File: config.mk
export PLATFORM = sky130hd
export DESIGN_NAME = link_etx_estimator_table_unit
export DESIGN_NICKNAME = d
export VERILOG_FILES = /design/src/design/letx_pkg.sv /design/src/design/letx_ctrl.sv /design/src/design/letx_datapath.sv /design/src/design/link_etx_estimator_table_unit.sv
export VERILOG_INCLUDE_DIRS = /design/src /design/src/design
export SDC_FILE = /design/constraint.sdc
export NUM_CORES = 1
export LEC_CHECK = 0
export CORE_ASPECT_RATIO = 1.5
export CORE_MARGIN = 5
export CORE_UTILIZATION = 45
export DETAILED_ROUTE_END_ITERATION = 12
export DONT_BUFFER_PORTS = 1
export PLACE_DENSITY = 0.67
export SLEW_MARGIN = 20
export SYNTH_ARGS = -nofsm -noshare
export SYNTH_HDL_FRONTEND = slang
export SYNTH_SLANG_ARGS = --single-unit
File: constraint.sdc
create_clock -name clk -period 9.4 [get_ports clk]
set_input_delay 1.88 -clock clk [delete_from_list [all_inputs] [get_ports clk]]
set_output_delay 1.88 -clock clk [all_outputs]
set_load 0.1 [all_outputs]
File: src/design/link_etx_estimator_table_unit_assert.svh
// ---------------------------------------------------------------------------
// Assertion macros for the link ETX estimator table unit
// ---------------------------------------------------------------------------
`ifndef LINK_ETX_ESTIMATOR_TABLE_UNIT_ASSERT_SVH
`define LINK_ETX_ESTIMATOR_TABLE_UNIT_ASSERT_SVH

// Same-cycle implication, disabled while in reset.
`define LETX_ASSERT_NOW(lbl, ck, rn, ante, cons, msg) \
  lbl: assert property (@(posedge ck) disable iff (!rn) (ante) |-> (cons)) else $error(msg);

// Next-cycle implication, disabled while in reset.
`define LETX_ASSERT_NXT(lbl, ck, rn, ante, cons, msg) \
  lbl: assert property (@(posedge ck) disable iff (!rn) (ante) |=> (cons)) else $error(msg);

`endif

File: src/design/letx_pkg.sv
// ---------------------------------------------------------------------------
// letx_pkg
// Shared types, codes and constants of the link ETX estimator table unit.
// ---------------------------------------------------------------------------
`default_nettype none

package letx_pkg;

  // default sizing
  localparam int LETX_NEIGHBORS    = 16;
  localparam int LETX_COST_DIVISOR = 128;

  // field widths
  localparam int NB_W    = 4;
  localparam int ST_W    = 3;
  localparam int CNT_W   = 8;
  localparam int COST_W  = 16;
  localparam int WGT_W   = 13;
  localparam int RATIO_W = 4;

  // moving average: (90*old + 10*new) / 100 == (9*old + new) / 10
  localparam int EWMA_SCALE    = 100;
  localparam int EWMA_OLD      = 90;
  localparam int EWMA_NEW      = 10;
  localparam int OLD_K         = EWMA_OLD / EWMA_NEW;
  localparam int DIV_K         = EWMA_SCALE / EWMA_NEW;
  localparam int PENALTY_TRIES = 10;

  // reciprocal scale shared by both constant dividers
  localparam int RECIP_SH = 24;

  // op codes
  localparam logic OP_TX  = 1'b0;
  localparam logic OP_DAO = 1'b1;

  // status codes
  localparam logic [ST_W-1:0] TX_OK       = 3'd0;
  localparam logic [ST_W-1:0] TX_NOACK    = 3'd2;
  localparam logic [ST_W-1:0] DAO_UNABLE  = 3'd2;
  localparam logic [ST_W-1:0] DAO_TIMEOUT = 3'd3;

  // configuration registers
  localparam int CFG_IDX_W  = 1;
  localparam int CFG_DATA_W = 4;
  localparam logic [CFG_IDX_W-1:0] CFG_WEIGHT_MODE = 1'd0;
  localparam logic [CFG_IDX_W-1:0] CFG_LONG_RATIO  = 1'd1;
  localparam logic                 WEIGHT_MODE_RST = 1'b1;
  localparam logic [RATIO_W-1:0]   LONG_RATIO_RST  = 4'd2;

  typedef struct packed {
    logic             op;
    logic [NB_W-1:0]  neighbor;
    logic [ST_W-1:0]  status_code;
    logic [CNT_W-1:0] tx_count;
    logic             is_long_range;
  } in_item_t;

  typedef struct packed {
    logic              updated;
    logic [COST_W-1:0] link_cost;
    logic [WGT_W-1:0]  route_weight;
  } out_item_t;

  // controller to datapath step strobes
  typedef struct packed {
    logic cap;    // capture request, issue table read
    logic mix;    // form sample and 9*old + sample
    logic div;    // reciprocal multiply for /10
    logic upd;    // correct quotient, write table
    logic wdiv;   // reciprocal multiply for /divisor
    logic wfix;   // correct quotient, select base weight
    logic load;   // apply ratio, load result register
  } ctl_cmd_t;

endpackage

`default_nettype wire

File: src/design/letx_ctrl.sv
// ---------------------------------------------------------------------------
// letx_ctrl
// Sequencer: walks one request through the datapath steps and runs the
// input and result handshakes.
// ---------------------------------------------------------------------------
`default_nettype none
`include "link_etx_estimator_table_unit_assert.svh"

module letx_ctrl
  import letx_pkg::*;
(
  input  wire logic     clk,
  input  wire logic     rst_n,
  input  wire logic     in_valid,
  output logic          in_ready,
  output logic          out_valid,
  input  wire logic     out_ready,
  output ctl_cmd_t      cmd_o
);

  typedef enum logic [6:0] {
    ST_IDLE = 7'b0000001,
    ST_MIX  = 7'b0000010,
    ST_DIV  = 7'b0000100,
    ST_UPD  = 7'b0001000,
    ST_WDIV = 7'b0010000,
    ST_WFIX = 7'b0100000,
    ST_OUT  = 7'b1000000
  } state_t;

  state_t state_r, state_nxt;
  logic   out_valid_r, out_valid_nxt;
  logic   out_free;

  assign out_free  = !out_valid_r || out_ready;
  assign in_ready  = (state_r == ST_IDLE);
  assign out_valid = out_valid_r;

  always_comb begin
    state_nxt     = state_r;
    cmd_o         = '0;
    out_valid_nxt = out_valid_r && !out_ready;
    unique case (state_r)
      ST_IDLE: begin
        if (in_valid) begin
          cmd_o.cap = 1'b1;
          state_nxt = ST_MIX;
        end
      end
      ST_MIX: begin
        cmd_o.mix = 1'b1;
        state_nxt = ST_DIV;
      end
      ST_DIV: begin
        cmd_o.div = 1'b1;
        state_nxt = ST_UPD;
      end
      ST_UPD: begin
        cmd_o.upd = 1'b1;
        state_nxt = ST_WDIV;
      end
      ST_WDIV: begin
        cmd_o.wdiv = 1'b1;
        state_nxt  = ST_WFIX;
      end
      ST_WFIX: begin
        cmd_o.wfix = 1'b1;
        state_nxt  = ST_OUT;
      end
      ST_OUT: begin
        if (out_free) begin
          cmd_o.load    = 1'b1;
          out_valid_nxt = 1'b1;
          state_nxt     = ST_IDLE;
        end
      end
      default: begin
        state_nxt = ST_IDLE;
      end
    endcase
  end

  always_ff @(posedge clk) begin
    if (!rst_n) begin
      state_r     <= ST_IDLE;
      out_valid_r <= 1'b0;
    end else begin
      state_r     <= state_nxt;
      out_valid_r <= out_valid_nxt;
    end
  end

  `LETX_ASSERT_NOW(a_cmd_onehot, clk, rst_n, 1'b1, $onehot0(cmd_o), "more than one step strobe")
  `LETX_ASSERT_NOW(a_no_overwrite, clk, rst_n, cmd_o.load, out_free, "result overwritten")
  `LETX_ASSERT_NOW(a_mix_after_cap, clk, rst_n, state_r == ST_MIX,
                   $past(in_valid && in_ready), "step sequence entered without request")

endmodule

`default_nettype wire

File: src/design/letx_datapath.sv
// ---------------------------------------------------------------------------
// letx_datapath
// Cost table, valid bits, configuration registers and the arithmetic steps.
// ---------------------------------------------------------------------------
`default_nettype none

module letx_datapath
  import letx_pkg::*;
#(
  parameter int NEIGHBORS    = LETX_NEIGHBORS,
  parameter int COST_DIVISOR = LETX_COST_DIVISOR
) (
  input  wire logic                  clk,
  input  wire logic                  rst_n,
  input  wire ctl_cmd_t              cmd_i,
  input  wire in_item_t              in_data,
  output out_item_t                  out_data,
  input  wire logic                  cfg_we,
  input  wire logic [CFG_IDX_W-1:0]  cfg_index,
  input  wire logic [CFG_DATA_W-1:0] cfg_wdata
);

  localparam int IDX_W = $clog2(NEIGHBORS);
  localparam int EXT_W = (IDX_W > NB_W) ? IDX_W : NB_W;
  localparam int X_W   = 20;                 // 9*65535 + 65535 < 2^20
  localparam int P_W   = 41;
  localparam int QD_W  = 25;
  localparam int W_W   = COST_W + RATIO_W;
  localparam logic [P_W-1:0]    M10  = P_W'((64'd1 << RECIP_SH) / DIV_K);
  localparam logic [P_W-1:0]    MDIV = P_W'((64'd1 << RECIP_SH) / COST_DIVISOR);
  localparam logic [16:0]       CDIV17 = 17'(COST_DIVISOR);
  localparam logic [QD_W-1:0]   CDIV25 = QD_W'(COST_DIVISOR);
  localparam logic [COST_W-1:0] NOACK_SAMPLE = COST_W'(PENALTY_TRIES * COST_DIVISOR);

  // configuration
  logic               mode_r;
  logic [RATIO_W-1:0] ratio_r;

  always_ff @(posedge clk) begin
    if (!rst_n) begin
      mode_r  <= WEIGHT_MODE_RST;
      ratio_r <= LONG_RATIO_RST;
    end else if (cfg_we) begin
      unique case (cfg_index)
        CFG_WEIGHT_MODE: mode_r  <= cfg_wdata[0];
        CFG_LONG_RATIO:  ratio_r <= cfg_wdata[RATIO_W-1:0];
        default: ;
      endcase
    end
  end

  // capture
  logic [EXT_W-1:0]  nb_ext;
  logic [IDX_W-1:0]  rd_addr;
  logic [IDX_W-1:0]  addr_r;
  logic              in_range_r;
  logic              op_r;
  logic [ST_W-1:0]   status_r;
  logic [CNT_W-1:0]  count_r;
  logic              long_r;
  logic [COST_W-1:0] rdata_r;
  logic [COST_W-1:0] mem [NEIGHBORS];
  logic [NEIGHBORS-1:0] vld_r;

  assign nb_ext  = EXT_W'(in_data.neighbor);
  assign rd_addr = nb_ext[IDX_W-1:0];

  // step registers
  logic              acc_r, was_valid_r;
  logic [COST_W-1:0] old_r, sample_r, cost_r, base_r;
  logic [X_W-1:0]    x_r;
  logic [P_W-1:0]    prod_r, wprod_r;
  out_item_t         out_r;

  // mix step
  logic              hit, acc_nxt, noack;
  logic [COST_W-1:0] old_nxt, sample_nxt;
  logic [16:0]       cnt_mul;
  logic [X_W-1:0]    x_nxt;

  always_comb begin
    hit     = in_range_r && vld_r[addr_r];
    old_nxt = hit ? rdata_r : '0;
    noack   = 1'b0;
    acc_nxt = 1'b0;
    priority if (!in_range_r) begin
      acc_nxt = 1'b0;
    end else if (op_r == OP_TX) begin
      acc_nxt = (count_r != '0) && (status_r == TX_OK || status_r == TX_NOACK);
      noack   = (status_r == TX_NOACK);
    end else begin
      acc_nxt = (status_r == DAO_UNABLE || status_r == DAO_TIMEOUT);
    end
    if (op_r == OP_DAO) begin
      cnt_mul = 17'(PENALTY_TRIES) * CDIV17;
    end else begin
      cnt_mul = 17'(count_r) * CDIV17;
    end
    sample_nxt = noack ? NOACK_SAMPLE : cnt_mul[COST_W-1:0];
    x_nxt      = X_W'(old_nxt) * X_W'(OLD_K) + X_W'(sample_nxt);
  end

  // update step: quotient of x/10, off by at most one low
  logic [COST_W-1:0] q10, q10_fix, cost_nxt;
  logic [X_W-1:0]    r10;

  always_comb begin
    q10      = prod_r[RECIP_SH +: COST_W];
    r10      = x_r - X_W'(q10) * X_W'(DIV_K);
    q10_fix  = (r10 >= X_W'(DIV_K)) ? q10 + 1'b1 : q10;
    cost_nxt = !acc_r ? old_r : (was_valid_r ? q10_fix : sample_r);
  end

  // weight step: quotient of cost/divisor, off by at most one low
  logic [COST_W-1:0] qd, qd_fix, base_nxt;
  logic [QD_W-1:0]   rem_d;

  always_comb begin
    qd       = wprod_r[RECIP_SH +: COST_W];
    rem_d    = QD_W'(cost_r) - QD_W'(qd) * CDIV25;
    qd_fix   = (rem_d >= CDIV25) ? qd + 1'b1 : qd;
    base_nxt = (mode_r && cost_r != '0) ? qd_fix : COST_W'(1);
  end

  // result
  logic [W_W-1:0] w_full;
  out_item_t      out_nxt;

  always_comb begin
    w_full = long_r ? W_W'(base_r) * W_W'(ratio_r) : W_W'(base_r);
    out_nxt.updated      = acc_r;
    out_nxt.link_cost    = in_range_r ? cost_r : '0;
    out_nxt.route_weight = acc_r ? w_full[WGT_W-1:0] : '0;
  end

  // table memory: registered read at capture, write at update
  always_ff @(posedge clk) begin
    if (cmd_i.cap) begin
      rdata_r <= mem[rd_addr];
    end
    if (cmd_i.upd && acc_r) begin
      mem[addr_r] <= cost_nxt;
    end
  end

  always_ff @(posedge clk) begin
    if (!rst_n) begin
      vld_r <= '0;
    end else if (cmd_i.upd && acc_r) begin
      vld_r[addr_r] <= 1'b1;
    end
  end

  always_ff @(posedge clk) begin
    if (cmd_i.cap) begin
      addr_r     <= rd_addr;
      in_range_r <= (32'(in_data.neighbor) < 32'(NEIGHBORS));
      op_r       <= in_data.op;
      status_r   <= in_data.status_code;
      count_r    <= in_data.tx_count;
      long_r     <= in_data.is_long_range;
    end
    if (cmd_i.mix) begin
      acc_r       <= acc_nxt;
      was_valid_r <= hit;
      old_r       <= old_nxt;
      sample_r    <= sample_nxt;
      x_r         <= x_nxt;
    end
    if (cmd_i.div) begin
      prod_r <= P_W'(x_r) * M10;
    end
    if (cmd_i.upd) begin
      cost_r <= cost_nxt;
    end
    if (cmd_i.wdiv) begin
      wprod_r <= P_W'(cost_r) * MDIV;
    end
    if (cmd_i.wfix) begin
      base_r <= base_nxt;
    end
    if (cmd_i.load) begin
      out_r <= out_nxt;
    end
  end

  assign out_data = out_r;

endmodule

`default_nettype wire

File: src/design/link_etx_estimator_table_unit.sv
// Link ETX estimator table unit.
// Input channel (in_valid/in_ready/in_data) takes one transmit or DAO-ack
// report per request; result channel (out_valid/out_ready/out_data) returns
// exactly one result per request: updated flag, entry cost, parent weight.
// Config port (cfg_we/cfg_index/cfg_wdata) writes weight_mode (index 0) and
// the long-range ratio (index 1); write only while no request is in flight.
// Timing: a request runs through a seven-state sequencer (idle, mix, /10
// multiply, table write, /divisor multiply, weight select, output), one
// request at a time; the result register is loaded in the output state.
// The step order is set by the read-modify-write of the cost table through two
// reciprocal-multiply divider steps, one multiplier per step.
// in_ready is high only while the sequencer is idle; the result register
// lets a new request start while the previous result waits.
// When out_ready stays low the sequencer parks in its output state holding
// the finished result, and takes no new request.
// Reset (rst_n low, synchronous) clears all valid bits, empties the result
// register and restores weight_mode=1, long-range ratio=2; no sweep.
// ---------------------------------------------------------------------------
// link_etx_estimator_table_unit
// Top level: per-neighbor ETX cost table with parent weight output.
// ---------------------------------------------------------------------------
`default_nettype none

module link_etx_estimator_table_unit
  import letx_pkg::*;
#(
  parameter int NEIGHBORS    = LETX_NEIGHBORS,
  parameter int COST_DIVISOR = LETX_COST_DIVISOR
) (
  input  wire logic                  clk,
  input  wire logic                  rst_n,
  // report requests
  input  wire logic                  in_valid,
  output logic                       in_ready,
  input  wire in_item_t              in_data,
  // results
  output logic                       out_valid,
  input  wire logic                  out_ready,
  output out_item_t                  out_data,
  // configuration writes
  input  wire logic                  cfg_we,
  input  wire logic [CFG_IDX_W-1:0]  cfg_index,
  input  wire logic [CFG_DATA_W-1:0] cfg_wdata
);

  ctl_cmd_t cmd;

  // sequencer
  letx_ctrl u_ctrl (
    .clk       (clk),
    .rst_n     (rst_n),
    .in_valid  (in_valid),
    .in_ready  (in_ready),
    .out_valid (out_valid),
    .out_ready (out_ready),
    .cmd_o     (cmd)
  );

  // table and arithmetic
  letx_datapath #(
    .NEIGHBORS    (NEIGHBORS),
    .COST_DIVISOR (COST_DIVISOR)
  ) u_dp (
    .clk       (clk),
    .rst_n     (rst_n),
    .cmd_i     (cmd),
    .in_data   (in_data),
    .out_data  (out_data),
    .cfg_we    (cfg_we),
    .cfg_index (cfg_index),
    .cfg_wdata (cfg_wdata)
  );

endmodule

`default_nettype wire

### Word-level counts from Yosys, hierarchy flattened

Memories as Yosys holds them, arrays and structs flattened. A register that Yosys moved wholly into a read port is not among the register bits.
Cells that the tools add are included.

* memory bits (writable): 256
* bits of input ports: 27
* word-level logic and storage cells: 97
* flip-flop bits (word level): 212
* output and inout bits: 32
* memories kept: 1

Memories
* u_dp.mem: depth 16, width 16, read ports 1, clocked after Yosys merged registers in 1, write ports 1, line letx_datapath.sv:62 `logic [COST_W-1:0] mem [NEIGHBORS];`

* equal/unequal tests: 11
* bitwise logic cells: 2
* $mul: 4
* reduce and logical (&&, ||, !) cells: 17
* mux-type cells: 30
* order comparisons: 4
* add/subtract/negate cells: 5

Operators with widths (count)
* two-way mux 16 bit: 4
* case mux 7 bit (7 select lines): 1
* multiplier 20 x 21 -> 40 bit (second input constant): 1
* two-way mux 15 bit: 2
* >= comparator 25 x 8 -> 1 bit (second input constant): 1
* adder 20 x 16 -> 20 bit: 1
* >= comparator 20 x 4 -> 1 bit (second input constant): 1
* multiplier 16 x 4 -> 20 bit (second input constant): 1
* subtractor 20 bit: 1
* multiplier 16 x 3 -> 19 bit (second input constant): 1
* two-way mux 1 bit: 17
* subtractor 16 x 16 -> 17 bit: 1
* adder 16 x 1 -> 16 bit (second input constant): 1
* OR 16 bit: 1
* nonzero test 16 bit: 1
* two-way mux 7 bit: 2
* multiplier 10 x 4 -> 13 bit: 1
* two-way mux 13 bit: 1
* adder 9 x 1 -> 10 bit (second input constant): 1
* two-way mux 9 bit: 1
* AND reduction 2 bit: 4
* nonzero test 8 bit: 1
* == test 7 x 1 -> 1 bit (second input constant): 1
* == test 7 x 2 -> 1 bit (second input constant): 1
* 17 further kinds: 25

### Logic depth before layout (Yosys ltp)

Gate-level depths: netlist of run 1.

* word-level depth: 6
* gate-level depth with buffers: 27
* depth with buffers taken out: 27

### Modules after synthesis

From an unflattened synthesis of run 1, not the netlist that was laid out.

* cell total of the unflattened synthesis: 1918
* area total of the unflattened synthesis: 26153.8 sq um

Modules (own cells, without submodules)
* letx_datapath: times used 1, cells an instance 1866, seq. area each 12822.3 sq um, area an instance 25700.9 sq um
* letx_ctrl: times used 1, cells an instance 52, seq. area each 160.2 sq um, area an instance 452.9 sq um

### Least setup slack after synthesis of run 1

OpenSTA, ideal clock, no wires.

* kind: flip-flop to flip-flop
* start point: register u_dp.x_r[3]
* end point: register u_dp.prod_r[39] (data pin)
* arrival time: 6355 ps
* slack: 2785 ps
* buffers on the path: 0
* data required time: 9140 ps
* cell stages (with the launch flop): 26
* setup time: 260 ps
* clock period less this slack: 6615 ps
* path through: edfxtp_1 > inv_1 > ha_1 > fa_1 > fa_1 > inv_1 > fa_1 > inv_1 > fa_1 > inv_1 > fa_1 > inv_1 > fa_1 > inv_1 > ha_1 > and4_1 > a2111oi_0 > o21ai_1 > a211oi_2 > o21ai_1 > o2bb2ai_1 > o41a_1 > and4_1 > o31a_1 > nor2_1 > xnor2_1

* cells in the longest elaborated chain, start to end: 1

Ends and longest elaborated chain
* from (decl): line letx_datapath.sv:71 `logic [X_W-1:0] x_r;`
* from (signal assigned): line letx_datapath.sv:168 `x_r <= x_nxt;`
* multiplier 20 x 21 -> 40 bit: line letx_datapath.sv:171 `prod_r <= P_W'(x_r) * M10;`
* to (signal assigned): line letx_datapath.sv:171
* to (decl): line letx_datapath.sv:72 `logic [P_W-1:0] prod_r, wprod_r;`

No other way between the ends.
A chain may end at the register's enable or synchronous reset.

### Worst setup path in the final report of run 1

* start point: register u_dp.prod_r[27]
* end point: memory u_dp.mem[9][9] (data pin)

* cells in the longest elaborated chain, start to end: 6
* elaborated cells between the ends (all ways): 7
* classes of those cells: 2 x add/sub; 1 x mul; 1 x order compare; 3 x mux

Ends and longest elaborated chain
* multiplier 16 x 3 -> 19 bit: line letx_datapath.sv:109 `r10 = x_r - X_W'(q10) * X_W'(DIV_K);`
* subtractor 20 bit: line letx_datapath.sv:109
* >= comparator 20 x 4 -> 1 bit: line letx_datapath.sv:110 `q10_fix = (r10 >= X_W'(DIV_K)) ? q10 + 1'b1 : q10;`
* two-way mux 16 bit *: line letx_datapath.sv:110
* two-way mux 16 bit * (2 in a row): line letx_datapath.sv:111 `cost_nxt = !acc_r ? old_r : (was_valid_r ? q10_fix : sample_r);`
* via u_dp.cost_nxt[9]: line letx_datapath.sv:104 `logic [COST_W-1:0] q10, q10_fix, cost_nxt;`
* to (decl): line letx_datapath.sv:62

The timed path passes the listed nets; every way through them passes the cells marked *.

==> results of run 1 <==
[cells by family (layout without fill, tap and decap cells)]
| group | after synthesis | count (layout) | synth area share |
|---|---|---|---|
| AO/OA/AOI/OAI | 241 | 241 | 0.0618 |
| XOR/XNOR | 83 | 83 | 0.0276 |
| adder cells (fa/ha/maj) | 382 | 382 | 0.218 |
| buffers and inverters | 343 | 400 | 0.0499 |
| AND/OR/NAND/NOR | 355 | 355 | 0.0700 |
| multiplexers | 101 | 101 | 0.0789 |
| flip-flops | 442 | 442 | 0.494 |
| other | 0 | 1 | 0 |
[area by class of cell]
| class | count | area share |
|---|---|---|
| inverter | 300 | 0.0393 |
| sequential | 442 | 0.453 |
| clock inverter | 27 | 0.00743 |
| multi-input combinational | 1162 | 0.423 |
| antenna | 1 | 0.0000874 |
| tap | 770 | 0.0336 |
| clock buffer | 46 | 0.0364 |
| timing repair buffer | 27 | 0.00708 |
[through the flow]
step | instances | hold WS (ps) | area, sq um | utilization
finish | 2775 | 467 | 28600 | 0.495
detailed placement | 2701 | 450 | 27300 | 0.473
CTS | 2774 | 466 | 28600 | 0.494
global route | 2774 | 482 | 28600 | 0.495
floorplan | 1947 | 427 | 26300 | -
global placement | 2701 | 441 | 27300 | 0.473
[layout by cell type (no fill, tap or decap), types with 8 or more instances in the layout]
cell and instances:
xnor2_1 61, clkbuf_16 40, a21o_1 18, o21bai_1 20, nor3_1 16, nor2b_1 24
nand2b_1 9, xor2_1 22, buf_4 27, nand3_1 20, nand4_1 16, mux4_2 85
nor2_2 12, ha_1 255, a211oi_1 9, nor2_1 66, nor4_1 14, nor3_2 8
edfxtp_1 413, dfxtp_1 29, and3_1 13, nand2_1 86, o21a_1 28, o21ai_0 29
mux2i_1 16, a21oi_1 65, and2_1 30, clkinv_2 13, fa_1 127, inv_1 300
[metal layers]
layer  GRT usage  vias to the layer above
li1            -                     7050
met4      0.0926                        0
met3      0.0166                      138
met1       0.199                     7646
met2       0.382                      344
met5           0                        -
[Yosys cell counts, drive strengths merged (3+ instances only)]
| library cell | count |
|---|---|
| edfxtp | 413 |
| inv | 300 |
| ha | 255 |
| fa | 127 |
| nand2 | 86 |
| mux4 | 85 |
| nor2 | 78 |
| a21oi | 66 |
| xnor2 | 61 |
| o21ai | 37 |
| and2 | 32 |
| dfxtp | 29 |
| o21a | 28 |
| clkbuf | 27 |
| nor2b | 25 |
| nor3 | 24 |
| xor2 | 22 |
| nand3 | 20 |
| o21bai | 20 |
| a21o | 19 |
| buf | 16 |
| mux2i | 16 |
| nand4 | 16 |
| nor4 | 14 |
| and3 | 13 |
| a211oi | 11 |
| o22ai | 10 |
| nand2b | 9 |
| nor3b | 9 |
| a21boi | 8 |
| or3 | 6 |
| nor4b | 5 |
| or2 | 5 |
| a31oi | 4 |
| o211ai | 4 |
| and4 | 3 |
| o31ai | 3 |
| o32a | 3 |
[critical path, cell delays in order (launching register included)]
cell	delay, ps
edfxtp_1	490
ha_1	330
ha_1	230
fa_1	400
a21o_1	200
a21oi_1	220
o21bai_1	90
a21oi_1	230
o21bai_1	130
a41o_1	280
a21oi_1	170
o21bai_1	110
a21o_1	190
a21oi_1	170
xor2_1	90
ha_1	420
inv_1	90
a222oi_1	220
nand4_1	120
nor3_1	200
nand4_1	120
nor4_1	240
nand4_1	200
nor4b_4	820
nor4b_1	200
xnor2_1	180
o21ai_1	890
[how the worst max path moves through the flow]
stage | depth (start not counted) | slack (ps) | endpoint
finish | 26 | 1990 | u_dp.mem[9][9]$_DFFE_PP_
global route | 26 | 1420 | u_dp.mem[5][9]$_DFFE_PP_
CTS | 26 | 1920 | u_dp.cost_r[11]$_DFFE_PN_
detailed placement | 26 | 2000 | u_dp.mem[14][11]$_DFFE_PP_
global placement | 25 | 2230 | u_dp.prod_r[39]$_DFFE_PP_
floorplan | 25 | 2790 | u_dp.prod_r[39]$_DFFE_PP_
[registers in the layout (all words and copies together) (netlist names), 3 cells and up]
signal	count
u_dp.addr_r	4
u_dp.status_r	3
u_dp.mem	256
u_dp.cost_r	16
u_dp.base_r	10
u_dp.rdata_r	16
u_dp.prod_r	16
u_dp.old_r	13
u_dp.vld_r	16
u_dp.wprod_r	9
u_dp.count_r	8
u_ctrl.state_r	7
u_dp.sample_r	8
u_dp.out_data	30
u_dp.ratio_r	4
u_dp.x_r	20
[power breakdown]
group | internal (mW) | switching, mW | total [mW]
clock | 0.839 | 0.732 | 1.57
combinational | 1.13 | 1.69 | 2.82
sequential | 2.28 | 0.0513 | 2.33
==> impl_metrics.csv, run 1 <==
group,metric,value,unit
status,outcome,"finished clean",
place,portBuffers,0,
clock_tree,numCtsBuffers,40,
finish,final_nets,2382,
routing,wl_met2,34400,um
synthesis,ys_warn_count,0,
pwr,leakagePower,11.5,nW
worst_setup_path,worst_setup_path_end_kind,"register",
clock_tree,cts_root_buffer,"clkbuf_16",
routing,drt_pass1_iterations,7,
global_routing,antenna_found_initial,0,
global_routing,grt_pass1_vias,16382,
synthesis,postSynthCellCount,1947,
routing,ant_nets,0,
min_path,holdCritPathClass,"register to register",
sta,setup_tns,0,ps
sta,worst_slack,1990,ps
sta,clock.fmax,0.135,GHz
synthesis,ys.flop_type,"edfxtp_1",
finish,multi_input_area,12100,sq um
worst_setup_path,rr_worst_depth,26,
routing,wl,61100,um
synthesis,synth_area,26300,sq um
worst_setup_path,cp_max_fo,17,
min_path,hold_depth,1,
global_routing,grt_pass1_wl,94200,um
min_path,min_to,"u_dp.vld_r[6]$_SDFFE_PN0P_",
worst_setup_path,required,9590,ps
synthesis,ys_ff_latch,442,
worst_setup_path,r2r-start,"u_dp.prod_r[27]$_DFFE_PP_",
clock_tree,htree_levels,2,
clock_tree,post_cts_buffers,0,
synthesis,synth_edf_count,413,
min_path,min_from,"u_dp.vld_r[6]$_SDFFE_PN0P_",
die,std_cell_rows,108,
sta,setup_violations,0,
global_routing,overflow,0,
routing,drtIter0Drc,995,
sta,drv_slew,0,
worst_setup_path,rrSetupSlack,1990,ps
routing,drc_errors,0,
synthesis,avgSynthCellArea,13.5,sq um
die,die_x,207,um
routing,highest_layer,"met4",
synthesis,synth_top_area_share,0.472,
routing,wl_met3,1900,um
clock_tree,postCtsHoldBufs,0,
pwr,power_density,235,nW/um^2
clock_tree,cts-resized-gates,0,
routing,drt-met1-wl,21400,um
finish,ff_latch_area,13000,sq um
sta,finalCriticalPeriod,7410,ps
synthesis,async_reset_ff_frac,0,
sta,clock_skew,25.0,ps
worst_setup_path,crit_start,"u_dp.prod_r[27]$_DFFE_PP_",
finish,fillCellCount,5010,
sta,tightest_slew,1150,ps
synthesis,netlist-cell-type-count,80,
pwr,peakVddDrop,0.000316,V
routing,num_vias,15178,
clock_tree,cts.path.max_buffers,3,
synthesis,syn_nets,2356,
finish,synthToLayoutAreaGrowth,8.90,%
synthesis,synthTopCellsByArea,"edfxtp_1 47%, ha_1 12%, fa_1 9.7%, mux4_2 7.3%, inv_1 4.3%",
place,dp_hpwl,46200,um
finish,final_layout_size_suffix_gt1_frac,0.112,
place,preCtsSetupSlack,2000,ps
die,die-height,306,um
place,place_congestion,0.978,
clock_tree,path_clk_slew,60,ps
pwr,power,6.72,mW
synthesis,synth-seq-area-share,0.494,
die,dieArea,63500,sq um
worst_setup_path,critPathLaunchType,"register",
die,core_area,57800,sq um
worst_setup_path,path_class,"register to register",
clock_tree,cts_tree,"yes",
die,ioPinCount,59,
worst_setup_path,r2r-end,"u_dp.mem[9][9]$_DFFE_PP_",
clock_tree,clock_sinks,442,
synthesis,synth_top_area_cell,"edfxtp_1",
clock_tree,insertion_delay,570,ps
global_routing,grt_max_degree,66,
routing,wl_per_cell,22.0,um
sta,fin_crit_sh,0.788,
routing,vias_per_cell,5.47,
die,initial_core_util,0.455,
sta,max-slew-margin-rel,0.227,
sta,rsz0062_at_grt,"no",
worst_setup_path,critPathArrivalTime,7590,ps
flow_run,max_cap_violations,0,
global_routing,grt_use_total,0.191,
sta,hold_viol,0,
Note: power is estimated with default switching activity, not from simulation.
==> inputs of run 2 (changes only) <==
--- a/config.mk
+++ b/config.mk
@@ -6,6 +6,7 @@
 export SDC_FILE = /design/constraint.sdc
 export NUM_CORES = 1
 export LEC_CHECK = 0
+export ABC_AREA = 1
 export CORE_ASPECT_RATIO = 1.5
 export CORE_MARGIN = 5
 export CORE_UTILIZATION = 45
==> constraint.sdc (replaced) <==
create_clock -name clk -period 7.65 [get_ports clk]
set_input_delay 1.53 -clock clk [delete_from_list [all_inputs] [get_ports clk]]
set_output_delay 1.53 -clock clk [all_outputs]
set_load 0.1 [all_outputs]
==> run 2 against run 1 <==
Worst hold slack worse by 17 ps; die area up 5.8%; global-route usage up 1.7 points; clock power up 33%; first-iteration DRC count up 25%; combinational power down 59%; largest cell class unchanged.
==> impl_metrics.csv, run 2 <==
group,metric,value,unit
status,outcome,"finished clean",
place,place_congestion,0.950,
synthesis,synth_top_family_by_area,"adder cells",
place,preCtsSetupSlack,1220,ps
worst_setup_path,critPathArrivalTime,6770,ps
sta,worst_slack,1200,ps
finish,top_register,"u_dp.mem",
pwr,power_density,197,nW/um^2
synthesis,synth_top_area_cell,"edfxtp_1",
worst_setup_path,worst_setup_path_end_kind,"register",
sta,fin_crit_sh,0.843,
min_path,min_to,"u_dp.out_data[17]$_DFFE_PP_",
clock_tree,insertion_delay,610,ps
synthesis,synth_mux_area_frac,0.0230,
synthesis,synthTopCellsByCount,"524 x inv_1, 420 x nand2_1, 413 x edfxtp_1, 255 x ha_1, 169 x nor2_1",
die,initial_core_util,0.455,
pwr,p_switching,1.72,mW
die,core_area,61200,sq um
pwr,power_frac_comb,0.197,
die,die_x,213,um
pwr,p_seq_frac,0.452,
clock_tree,cts-resized-gates,0,
global_routing,grt_max_degree,194,
synthesis,synth_xor_area_frac,0.0185,
finish,synthToLayoutAreaGrowth,8.69,%
synthesis,synth_compound_area_frac,0.0870,
finish,largest_reg_flops,256,
pwr,peakVddDrop,0.000170,V
sta,hold_viol,0,
routing,wl_per_cell,19.5,um
die,die-height,315,um
worst_setup_path,path_class,"register to register",
routing,drtIter0Drc,1246,
clock_tree,cts.path.max_buffers,3,
worst_setup_path,rr_worst_depth,22,
synthesis,synthTopCellsByArea,"edfxtp_1 44%, ha_1 11%, fa_1 9.1%, inv_1 7.1%, nand2_1 5.7%",
clock_tree,numCtsBuffers,44,
sta,drv_slew,0,
synthesis,ys.flop_type,"edfxtp_1",
pwr,leakagePower,13.7,nW
min_path,holdCritPathClass,"register to register",
finish,final_common_cell,"inv_1",
clock_tree,cts_tree,"yes",
finish,final_nets,3173,
sta,clock.fmax,0.155,GHz
worst_setup_path,r2r-start,"u_dp.x_r[12]$_DFFE_PP_",
synthesis,ys_ff_latch,442,
synthesis,syn_nets,3163,
synthesis,avgSynthCellArea,10.1,sq um
pwr,cellInternalPower,4.25,mW
worst_setup_path,required,7980,ps
routing,drt_pass1_iterations,8,
routing,ant_nets,0,
finish,fillCellCount,5510,
synthesis,yosys.area_share.adder,0.206,
die,std_cell_rows,111,
min_path,hold_depth,0,
sta,tightest_slew,1020,ps
global_routing,overflow,0,
synthesis,postSynthCellCount,2754,
sta,clock_skew,29.0,ps
routing,wl,70100,um
finish,final_cell_mix,"523 x inv_1, 420 x nand2_1, 413 x edfxtp_1",
synthesis,synth_area,27900,sq um
flow_run,max_cap_violations,0,
synthesis,synth_edf_count,413,
pwr,clkPwrFrac,0.351,
sta,setup_violations,0,
global_routing,grt_use_total,0.208,
sta,setup_tns,0,ps
place,portBuffers,0,
synthesis,synth-seq-area-share,0.466,
global_routing,grt_pass1_wl,109000,um
pwr,swShare,0.288,
sta,finalCriticalPeriod,6450,ps
clock_tree,clock_sinks,442,
routing,vias_per_cell,5.37,
sta,max-slew-margin-rel,0.320,
clock_tree,htree_levels,2,
routing,num_vias,19301,
finish,final_layout_size_suffix_gt1_frac,0.0458,
place,dp_hpwl,53000,um
worst_setup_path,cp_max_fo,5,
finish,multi_input_area,12700,sq um
die,dieArea,67100,sq um
clock_tree,path_clk_slew,60,ps
worst_setup_path,rrSetupSlack,1200,ps
clock_tree,post_cts_buffers,0,
clock_tree,cts_root_buffer,"clkbuf_16",
finish,ff_latch_area,13000,sq um
worst_setup_path,critPathLaunchType,"register",
sta,rsz0062_at_grt,"no",
synthesis,async_reset_ff_frac,0,
die,ioPinCount,59,
synthesis,netlist-cell-type-count,46,
clock_tree,postCtsHoldBufs,0,
synthesis,synth_top_area_share,0.445,
min_path,min_from,"u_dp.cost_r[4]$_DFFE_PN_",
synthesis,yosysMostFrequentCell,"inv_1",
synthesis,synthSimpleGateAreaFrac,0.119,
global_routing,antenna_found_initial,6,
global_routing,grt_pass1_vias,19693,
worst_setup_path,r2r-end,"u_dp.prod_r[37]$_DFFE_PP_",
routing,drc_errors,0,
synthesis,ys_warn_count,0,
## run 2: changes by cell type in the layout (fill, tap and decap cells not counted), sizes merged, moves of 85 or more
cell / before / now
nand2: 86 / 423
nand3: 20 / 125
nor2: 78 / 174
o21ai: 37 / 140
a21oi: 66 / 168
inv: 303 / 526
mux4: 85 / 0
## run 2: layout make-up
cell class / count / share of cell area
Timing Repair Buffer: 25 / 0.00686
Multi-Input combinational cell: 1724 / 0.420
Clock inverter: 31 / 0.00942
Clock buffer: 48 / 0.0372
Tap cell: 791 / 0.0327
Sequential cell: 442 / 0.429
Antenna cell: 5 / 0.000413
Inverter: 527 / 0.0653
## run 2: how the worst max path moves through the flow
stage,startpoint,to,slack (ps),cells after the start
3_3_place_gp,u_dp.x_r[3]$_DFFE_PP_,u_dp.prod_r[39]$_DFFE_PP_,1290,25
6_report,u_dp.x_r[12]$_DFFE_PP_,u_dp.prod_r[37]$_DFFE_PP_,1200,22
5_1_grt,u_dp.x_r[3]$_DFFE_PP_,u_dp.prod_r[39]$_DFFE_PP_,840,26
3_5_place_dp,u_dp.x_r[12]$_DFFE_PP_,u_dp.prod_r[37]$_DFFE_PP_,1220,22
2_1_floorplan,u_dp.x_r[12]$_DFFE_PP_,u_dp.prod_r[37]$_DFFE_PP_,1910,24
4_1_cts,u_dp.x_r[3]$_DFFE_PP_,u_dp.prod_r[39]$_DFFE_PP_,1190,25
## run 2: per-layer routing
metal	share of wire	GRT usage	wire, um	up-vias
met3	0.051	0.0294	3580	140
li1	-	-	-	9269
met2	0.53	0.383	37100	505
met4	0.044	0.0832	3060	2
met5	0.00019	0	13	-
met1	0.38	0.243	26400	9385
## run 2: worst max-delay path, cell delays in order (launching register included)
cell      delay (ps)
edfxtp_1         490
inv_1             80
ha_1             290
inv_1             60
fa_1             510
inv_1             70
fa_1             610
inv_1            100
fa_1             550
inv_1             60
fa_1             520
fa_1             560
inv_1             40
ha_1             280
ha_1             410
nand2_1          140
nor4_1           360
nand3_1          120
nand3_1          190
a21oi_1          150
o21ai_0          310
a21oi_1          140
xor2_1           160
## run 2: cells by family (layout without fill, tap and decap cells)
kind of cell	after synthesis	count (layout)
fa+ha+maj	382	382
xor+xnor	59	59
mux	64	64
other cells	0	5
flops	442	442
simple gates	793	793
buf+inv	588	631
compound gates	426	426
## run 2: power by group through the flow
stage          Combinational, mW  Sequential [mW]  Clock [mW]
6_report                    1.17             2.70        2.09
5_1_grt                     1.34             2.70        2.24
4_1_cts                     1.18             2.70        2.14
3_5_place_dp                1.17             2.75           0
3_3_place_gp                1.16             2.75           0
2_1_floorplan              0.889             2.74           0
## run 2: metrics by stage
step | instances | instance area [sq um] | total power, mW | util | hold WS [ps]
finish | 3593 | 30300 | 5.97 | 0.495 | 450
detailed placement | 3509 | 28900 | 3.92 | 0.471 | 435
floorplan | 2754 | 27900 | 3.63 | - | 417
global route | 3588 | 30300 | 6.28 | 0.494 | 463
global placement | 3509 | 28900 | 3.91 | 0.471 | 424
CTS | 3588 | 30300 | 6.02 | 0.494 | 448
